<file path="config.mk">
export PLATFORM = sky130hd
export DESIGN_NAME = sliding_window_median
export DESIGN_NICKNAME = d
export VERILOG_FILES = /design/src/hdl/swm_pkg.sv /design/src/hdl/swm_cell.sv /design/src/hdl/sliding_window_median.sv
export SDC_FILE = /design/constraint.sdc
export NUM_CORES = 2
export LEC_CHECK = 0
export BUFFER_PORTS_ARGS = -buffer_cell sky130_fd_sc_hd__buf_2
export CAP_MARGIN = 40
export CORE_UTILIZATION = 32
export CTS_CLUSTER_DIAMETER = 40
export CTS_CLUSTER_SIZE = 24
export DETAILED_ROUTE_END_ITERATION = 8
export GPL_ROUTABILITY_DRIVEN = 0
export HOLD_SLACK_MARGIN = 0.08
export REMOVE_ABC_BUFFERS = 1
export SLEW_MARGIN = 25
export SYNTH_ARGS = -nofsm -noshare
export SYNTH_HDL_FRONTEND = slang
export SYNTH_SLANG_ARGS = --single-unit
</file>
<file path="constraint.sdc">
create_clock -name i_clk -period 4.1 [get_ports i_clk]
set_clock_uncertainty 0.15 [all_clocks]
set_input_delay 0.41 -clock i_clk [delete_from_list [all_inputs] [get_ports i_clk]]
set_output_delay 0.41 -clock i_clk [all_outputs]
set_load 0.01 [all_outputs]
</file>
<file path="src/hdl/swm_pkg.sv">
// Package for the sliding window median filter.
// Holds the default window length, the age width and the link record passed between cells.
// No dependencies.
package swm_pkg;

    localparam int WINDOW_DEF = 15;
    localparam int WINDOW_MAX = 63;
    localparam int DATA_W     = 32;
    localparam int AGE_W      = $clog2(WINDOW_MAX + 1);

    typedef logic [AGE_W-1:0] t_age;

    // what a cell shows its neighbors
    typedef struct packed {
        logic signed [DATA_W-1:0] value;
        t_age                     age;
        logic                     gt;        // value > incoming sample
        logic                     del_upto;  // oldest entry sits here or further left
    } t_link;

endpackage

</file>
<file path="src/hdl/swm_cell.sv">
// One cell of the sorted chain: a value and its age.
// Takes its next content from itself or a neighbor, or takes the new sample.
// Depends on swm_pkg.
module swm_cell #(
    parameter int WINDOW   = swm_pkg::WINDOW_DEF,
    parameter int INIT_AGE = 0
) (
    input  logic                                 i_clk,
    input  logic                                 i_rst_n,
    input  logic                                 i_load,
    input  logic signed [swm_pkg::DATA_W-1:0]    i_sample,
    input  swm_pkg::t_link                       i_left,
    input  swm_pkg::t_link                       i_right,
    output swm_pkg::t_link                       o_link
);
    import swm_pkg::*;

    logic signed [DATA_W-1:0] r_value, n_value;
    t_age                     r_age, n_age;

    logic                     w_del_self;
    logic                     w_del_upto;
    logic                     w_gt;
    logic signed [DATA_W-1:0] w_c_val, w_p_val;
    t_age                     w_c_age, w_p_age;
    logic                     w_c_gt, w_p_gt;

    assign w_del_self = (r_age == AGE_W'(WINDOW - 1));
    assign w_del_upto = i_left.del_upto | w_del_self;
    assign w_gt       = (r_value > i_sample);

    assign o_link.value    = r_value;
    assign o_link.age      = r_age;
    assign o_link.gt       = w_gt;
    assign o_link.del_upto = w_del_upto;

    // content after removing the oldest entry: this slot and the one to the left
    assign w_c_val = w_del_upto ? i_right.value : r_value;
    assign w_c_age = w_del_upto ? i_right.age   : r_age;
    assign w_c_gt  = w_del_upto ? i_right.gt    : w_gt;
    assign w_p_val = i_left.del_upto ? r_value : i_left.value;
    assign w_p_age = i_left.del_upto ? r_age   : i_left.age;
    assign w_p_gt  = i_left.del_upto ? w_gt    : i_left.gt;

    always_comb begin
        if (!w_c_gt) begin
            n_value = w_c_val;
            n_age   = w_c_age + t_age'(1);
        end else if (!w_p_gt) begin
            n_value = i_sample;
            n_age   = '0;
        end else begin
            n_value = w_p_val;
            n_age   = w_p_age + t_age'(1);
        end
    end

    always_ff @(posedge i_clk) begin
        if (!i_rst_n) begin
            r_value <= '0;
            r_age   <= AGE_W'(INIT_AGE);
        end else if (i_load) begin
            r_value <= n_value;
            r_age   <= n_age;
        end
    end

endmodule

</file>
<file path="src/hdl/sliding_window_median.sv">
// Sliding window median: a chain of WINDOW sorted cells, each with a value and an age.
// Median valid the cycle after input; one transaction per cycle unless output stalls.
// Each transaction drops the oldest cell and inserts the sample in one step of the chain.
// The result is held in the middle cell until taken; a new sample enters as it is taken.
// Synchronous active-low reset: window cleared to zero, no result pending.
module sliding_window_median #(
    parameter int WINDOW = swm_pkg::WINDOW_DEF
) (
    input  logic                              i_clk,
    input  logic                              i_rst_n,
    input  logic                              i_s_axis_tvalid,
    output logic                              o_s_axis_tready,
    input  logic signed [swm_pkg::DATA_W-1:0] i_s_axis_tdata,   // [31:0] sample
    output logic                              o_m_axis_tvalid,
    input  logic                              i_m_axis_tready,
    output logic signed [swm_pkg::DATA_W-1:0] o_m_axis_tdata    // [31:0] median
);
    import swm_pkg::*;

    logic  r_valid;
    logic  w_load;
    t_link w_link [WINDOW];
    t_link w_edge_lo, w_edge_hi;

    assign o_s_axis_tready = !r_valid || i_m_axis_tready;
    assign w_load          = i_s_axis_tvalid && o_s_axis_tready;

    // sentinels: minus infinity on the left, plus infinity on the right
    assign w_edge_lo = '{value: '0, age: '0, gt: 1'b0, del_upto: 1'b0};
    assign w_edge_hi = '{value: '0, age: '0, gt: 1'b1, del_upto: 1'b0};

    for (genvar g = 0; g < WINDOW; g++) begin : g_cell
        swm_cell #(
            .WINDOW   (WINDOW),
            .INIT_AGE (g)
        ) u_cell (
            .i_clk    (i_clk),
            .i_rst_n  (i_rst_n),
            .i_load   (w_load),
            .i_sample (i_s_axis_tdata),
            .i_left   ((g == 0) ? w_edge_lo : w_link[(g == 0) ? 0 : g - 1]),
            .i_right  ((g == WINDOW - 1) ? w_edge_hi
                                         : w_link[(g == WINDOW - 1) ? g : g + 1]),
            .o_link   (w_link[g])
        );
    end

    always_ff @(posedge i_clk) begin
        if (!i_rst_n) begin
            r_valid <= 1'b0;
        end else if (w_load) begin
            r_valid <= 1'b1;
        end else if (i_m_axis_tready) begin
            r_valid <= 1'b0;
        end
    end

    assign o_m_axis_tvalid = r_valid;
    assign o_m_axis_tdata  = w_link[WINDOW/2].value;

endmodule
</file>
* Yosys cells after proc, flatten, opt, wreduce, memory -nomap -nowiden *
Cells that the tools add are included.

cells by class
  $add $sub $neg = 15
  $lt $le $gt $ge = 15
  equality and inequality tests = 15
  multiplexer cells = 105
  bitwise gates (word level) = 14
  reductions and logical operators = 6

operators with widths
  cell                   count
  $mux W32               44
  $gt A32 B32 Y1         15
  $mux W6                44
  $add A6 B1 Y6 const B  15
  $eq A6 B4 Y1 const B   15
  $mux W1                17
  $or A1 B1 Y1           14
  $reduce_bool A2 Y1     2
  $reduce_and A2 Y1      1
  $logic_and A1 B1 Y1    1
  $logic_not A1 Y1       1
  $logic_or A1 B1 Y1     1

word-level totals
  flip-flop bits (word level) = 571
  input bits = 36
  output and inout port bits = 34
  word-level logic and storage cells = 201

* Longest topological paths before layout *
  depth after elaboration = 18
  mapped depth = 18
  mapped depth without buffers = 14

* Hierarchy *
From an unflattened synthesis, not the netlist that was laid out.

second synthesis, totals
  cell total of the unflattened synthesis = 6,644
  area total of the unflattened synthesis = 52,983.3 um^2

by module, submodules not included
  module                         times used  cells an instance  area an instance (um^2)  sequential area each (um^2)
  swm_cell at g_cell[3].u_cell   1           645                5,018.6                  760.7
  swm_cell at g_cell[1].u_cell   1           474                3,938.8                  760.7
  swm_cell at g_cell[0].u_cell   1           489                3,584.7                  760.7
  swm_cell at g_cell[4].u_cell   1           440                3,577.2                  760.7
  swm_cell at g_cell[8].u_cell   1           489                3,573.4                  760.7
  swm_cell at g_cell[5].u_cell   1           400                3,558.4                  760.7
  swm_cell at g_cell[12].u_cell  1           461                3,407.0                  760.7
  swm_cell at g_cell[11].u_cell  1           460                3,387.0                  760.7
  swm_cell at g_cell[2].u_cell   1           402                3,374.5                  760.7
  swm_cell at g_cell[10].u_cell  1           401                3,290.7                  760.7
  swm_cell at g_cell[9].u_cell   1           401                3,283.1                  760.7
  swm_cell at g_cell[7].u_cell   1           391                3,265.6                  760.7
  swm_cell at g_cell[14].u_cell  1           392                3,234.4                  760.7
  swm_cell at g_cell[13].u_cell  1           401                3,231.8                  760.7
  2 more rows                    --          --                 --                       --

* Least setup slack after synthesis *
No wires, ideal clock.

  path type = reg-to-reg
  start = reg g_cell[7].u_cell.r_age[5]
  end = reg g_cell[12].u_cell.r_age[4]
  setup time = 0.070 ns
  arrival time = 3.534 ns
  required time = 3.880 ns
  path slack = 0.346 ns
  cell stages (with the launch flop) = 18
  path buffers = 3
  clock period less this slack = 3.754 ns
  path through = dfxtp_1 > or4b_2 > o22ai_2 > nor3b_1 > and3_1 > buf_2 > nand2_1 > buf_4 > buf_2 > a21oi_1 > inv_1 > ha_1 > nand3_1 > or3_1 > a21oi_1 > a211oi_1 > or3_1 > a21oi_1

on the way
  cells in the longest elaborated chain, start to end = 10
  elaborated cells between the ends (all ways) = 15
  those cells by class = add/sub (2); eq/ne (1); mux (6); bitwise (6)

ends and longest elaborated chain
  element                                          RTL line                        source
  from (decl)                                      swm_cell.sv:19                  t_age r_age, n_age;
  from (signal assigned)                           swm_cell.sv:61                  r_age <= AGE_W'(INIT_AGE);
  from (signal assigned)                           swm_cell.sv:64                  r_age <= n_age;
  $eq A6 B4 Y1 *                                   swm_cell.sv:28                  assign w_del_self = (r_age == AGE_W'(WINDOW - 1));
  $or A1 B1 Y1 * (5 in series)                     swm_cell.sv:29                  assign w_del_upto = i_left.del_upto | w_del_self;
  $or A1 B1 Y1 / $mux W6 (equally long branches)   swm_cell.sv:29, swm_cell.sv:42
  $mux W6 / $add A6 B1 Y6 (equally long branches)  swm_cell.sv:39, swm_cell.sv:54
  $add A6 B1 Y6 / $mux W6 (equally long branches)  swm_cell.sv:48, swm_cell.sv:49
  $mux W6 *                                        swm_cell.sv:46                  if (!w_c_gt) begin
  to (signal assigned)                             swm_cell.sv:61
  to (signal assigned)                             swm_cell.sv:64
  to (decl)                                        swm_cell.sv:19

Every way passes the cells marked *; elsewhere a longest branch is shown, timed or not.
A chain may end at the register's enable or synchronous reset.

* Worst setup path after layout *
  start = in i_s_axis_tdata[27] (netlist name)
  end = reg g_cell[1].u_cell.r_value[25]

on the way
  cells in the longest elaborated chain, start to end = 4
  elaborated cells between the ends (all ways) = 7
  those cells by class = order compare (3); mux (4)

ends and longest elaborated chain
  element               RTL line                     source
  from (decl)           sliding_window_median.sv:13  input logic signed [swm_pkg::DATA_W-1:0] i_s_axis_tdata,
  $gt A32 B32 Y1        swm_cell.sv:30               assign w_gt = (r_value > i_sample);
  $mux W1               swm_cell.sv:43               assign w_p_gt = i_left.del_upto ? w_gt : i_left.gt;
  $mux W32              swm_cell.sv:49               end else if (!w_p_gt) begin
  $mux W32 *            swm_cell.sv:46
  to (signal assigned)  swm_cell.sv:63               r_value <= n_value;
  to (decl)             swm_cell.sv:18               logic signed [DATA_W-1:0] r_value, n_value;

Marks and branches as above.

==> results.tsv <==
stage	metric	value	unit
routing	drt-initial-drc-count	4049	
hold_path	holdPathEnd	g_cell[0].u_cell.r_value[3]$_SDFFE_PN0P_	
run_status	status	complete, no violations	
clock_network	cts.sinks	571	
routing	routed_via_density	5.89	
floorplan	dieHeight	377	um
clock_network	clock_path_buffers	3	
setup_path	worstPathArrival	4.39	ns
yosys	synthArstFlopShare	0	%
setup_path	r2r_slack	0.23	ns
routing	ant_nets	0	
final_layout	register_area	11400	um2
placement	portBuffers	69	
setup_path	r2r_end	g_cell[11].u_cell.r_age[4]$_SDFFE_PN0P_	
setup_path	timing.rr.start	g_cell[7].u_cell.r_age[5]$_SDFFE_PN0P_	
global_route	grt_pass1_vias	44200	
yosys	syn_avg_cell_area	7.82	um2
yosys	synth_cell_types	88	
power_and_ir_drop	pwr-share-seq	25.9	%
floorplan	io_pins	70	
global_route	grt_first_pass_wirelength	259000	um
clock_network	cts_root_buf	clkbuf_16	
final_layout	num-fill-cells	14100	
floorplan	die_x	377	um
clock_network	clkTransAtPathRegs	0.05	ns
placement	dp_slack	-0.0265	ns
yosys	ys.flop_type	dfxtp_1	
yosys	yosysWarningCount	0	
timing	hold_ws	0.112	ns
timing	timing.fmax	253	MHz
setup_path	required	4.54	ns
hold_path	holdPathStages	4	
setup_path	reg2regPathDepth	13	
hold_path	hold_class	input pin to flip-flop	
yosys	yosys.area.top_type_share	25.4	%
hold_path	hold_start	i_s_axis_tdata[3]	
final_layout	drive_gt1_share	13.4	%
yosys	yosysTopAreaCell	dfxtp_1	
timing	drv_slew	0	
power_and_ir_drop	p_clk_share	33.6	%
timing	tightest_slew	0.915	ns
setup_path	setup.worst_path.start_class	input pin	
floorplan	num_rows	137	
power_and_ir_drop	p_int	18.8	mW
clock_network	htreeDepth	3	
timing	finalSetupViolCount	0	
routing	wire_per_inst	21.3	um
yosys	synthTopCellsByArea	dfxtp_1 25%, ha_1 14%, nand2_1 7.2%	
clock_network	clk_latency	0.72	ns
placement	dpl.hpwl	126000	um
setup_path	cp_max_fo	22	
power_and_ir_drop	power_switching	12.6	mW
routing	drt_pass1_iterations	8	
yosys	synth-seq-area-share	25.4	%
timing	period_minus_slack	3.95	ns
setup_path	crit_type	input pin to flip-flop	
setup_path	end_kind	flip-flop	
job	maxCapViolations	0	
clock_network	cts_tree	built	
clock_network	postCtsSetupBuffers	0	
yosys	synthCells	5747	
global_route	gr-usage-all-layers	22.6	%
timing	rsz0062_at_grt	no	
routing	vias	45900	
power_and_ir_drop	leakage	23.0	nW
timing	relSlewSlack	38.3	%
yosys	synth_commonest_cells	861 x nand2_1, 571 x dfxtp_1, 495 x ha_1	
yosys	ys_ff_latch	571	
timing	worst_slack	0.145	ns
floorplan	coreArea	139000	um2
floorplan	dieArea	142000	um2
power_and_ir_drop	p_comb_share	40.5	%
routing	drc	0	
yosys	synth_edf_count	0	
power_and_ir_drop	switching_share	40.1	%
timing	finalCritPeriodShare	96.5	%
final_layout	final_cell_area	53700	um2
routing	routed_wl	166000	um
global_route	grt_overflow	0	
final_layout	fin_nets	6343	
power_and_ir_drop	peakVddDrop	0.000994	V
clock_network	numCtsBuffers	118	
placement	placed_cell_area	49300	um2
power_and_ir_drop	power.density	584	nW/um2
yosys	synth_most_common_cell	nand2_1	
global_route	antenna_found_initial	1	
final_layout	multiInputGateArea	31200	um2
floorplan	start_util	32.3	%
final_layout	area_growth_syn_to_layout	19.5	%
final_layout	n_antenna_cell	0	
yosys	synthesis.area	44900	um2
global_route	grt_start_max_net_pins	149	
timing	finalHoldViolCount	0	
==> critical path, cell delays in order <==
cell           delay [ns]
dlygate4sd3_1        0.52
buf_2                0.13
clkinvlp_4           0.25
buf_4                0.28
ha_1                 0.31
nand3_1              0.15
or3_1                0.41
nor3_1               0.29
buf_4                0.19
o41ai_1              0.09
nand4b_1             0.16
o211a_1              0.30
o21ai_2              0.08
buf_4                0.25
a22o_1               0.28
a211o_1              0.29
==> layer usage <==
layer | vias up | GRT usage [%] | routed length, um
met2 | 1783 | 35.5 | 73000
met3 | 396 | 3.72 | 11700
met5 | - | 0 | 8
met4 | 2 | 10.8 | 8140
li1 | 22000 | - | -
met1 | 21700 | 30.1 | 72800
==> power by group through the flow <==
stage / registers [mW] / clock network [mW] / logic, mW
after floorplan: 7.65 / 0 / 8.27
after global placement: 8.13 / 0 / 12.3
after detailed placement: 8.15 / 0 / 12.5
after CTS: 8.05 / 10.7 / 12.6
after global routing: 8.26 / 10.9 / 14.1
final: 8.11 / 10.5 / 12.7
==> sequential cells by signal, indices dropped and copies added (netlist names) <==
register               cells
g_cell.u_cell.r_value    480
g_cell.u_cell.r_age       90
o_m_axis_tvalid            1
==> per-stage QoR <==
step	std cells	util, %	setup TNS, ns	total power, mW
floorplan	5245	-	-2050.17	15.9
global placement	7560	35.3	0	20.4
detailed placement	7562	35.4	-0.104	20.6
CTS	7791	38.5	0	31.3
global route	7791	38.5	0	33.2
finish	7791	38.5	0	31.4
==> worst max path at each step <==
stage	end	cells past startpoint	slack, ns	startpoint
2_1_floorplan	g_cell[5].u_cell.r_value[31]$_SDFFE_PN0P_	8	-6.60	g_cell[0].u_cell.r_age[2]$_SDFFE_PN0P_
3_3_place_gp	g_cell[1].u_cell.r_value[27]$_SDFFE_PN0P_	14	0.02	i_s_axis_tdata[30]
3_5_place_dp	g_cell[8].u_cell.r_value[1]$_SDFFE_PN0P_	13	-0.03	i_s_axis_tdata[27]
4_1_cts	g_cell[8].u_cell.r_value[20]$_SDFFE_PN0P_	14	0.16	i_s_axis_tdata[27]
5_1_grt	g_cell[1].u_cell.r_value[28]$_SDFFE_PN0P_	14	0.01	i_s_axis_tdata[27]
6_report	g_cell[1].u_cell.r_value[25]$_SDFFE_PN0P_	16	0.15	i_s_axis_tdata[27]
==> placed cells by master (no fill, tap or decap), types with 26 or more instances in the layout <==
| cell type | count |
|---|---|
| a211o_1 | 38 |
| a211oi_1 | 44 |
| a21o_1 | 81 |
| a21oi_1 | 450 |
| a221o_1 | 60 |
| a22o_1 | 91 |
| a22oi_1 | 85 |
| a31oi_1 | 72 |
| a32oi_1 | 100 |
| and3_1 | 62 |
| buf_12 | 57 |
| buf_2 | 69 |
| buf_4 | 313 |
| clkbuf_16 | 119 |
| dfxtp_1 | 571 |
| ha_1 | 495 |
| inv_1 | 132 |
| mux2_2 | 48 |
| mux2i_1 | 256 |
| nand2_1 | 857 |
| nand2b_1 | 31 |
| nand3_1 | 213 |
| nand4_1 | 83 |
| nor2_1 | 206 |
| nor3_1 | 71 |
| nor4_1 | 51 |
| o211ai_1 | 26 |
| o21ai_0 | 445 |
| o221ai_1 | 170 |
| o22ai_1 | 56 |
| o2bb2ai_1 | 35 |
| o31ai_1 | 40 |
| xnor2_1 | 29 |
| xor2_1 | 27 |
==> cell families after synthesis <==
logic type / Yosys count / synth area share (%)
AOI/OAI and AO/OA: 1945 / 29.1
xor gates and xnor gates: 56 / 1.09
adders and majority gates: 495 / 13.8
buffers and inverters: 637 / 5.91
DFF: 571 / 25.4
muxes: 306 / 6.96
and+or+nand+nor: 1737 / 17.7
==> layout make-up <==
cell class                      count  share of cell area [%]
Clock buffer                      150                    6.12
Clock inverter                     73                    1.95
Inverter                          135                   0.953
Multi-Input combinational cell   4539                    58.0
Sequential cell                   571                    21.3
Tap cell                         1876                    4.37
Timing Repair Buffer              447                    7.30
==> what timing repair did <==
item,4_1_cts,5_1_grt
resized for setup,0,8
setup endpoints to repair,0,72
hold buffers,6,0
endpoints found under the hold margin,14,0
(Power assumes the default switching activity.)
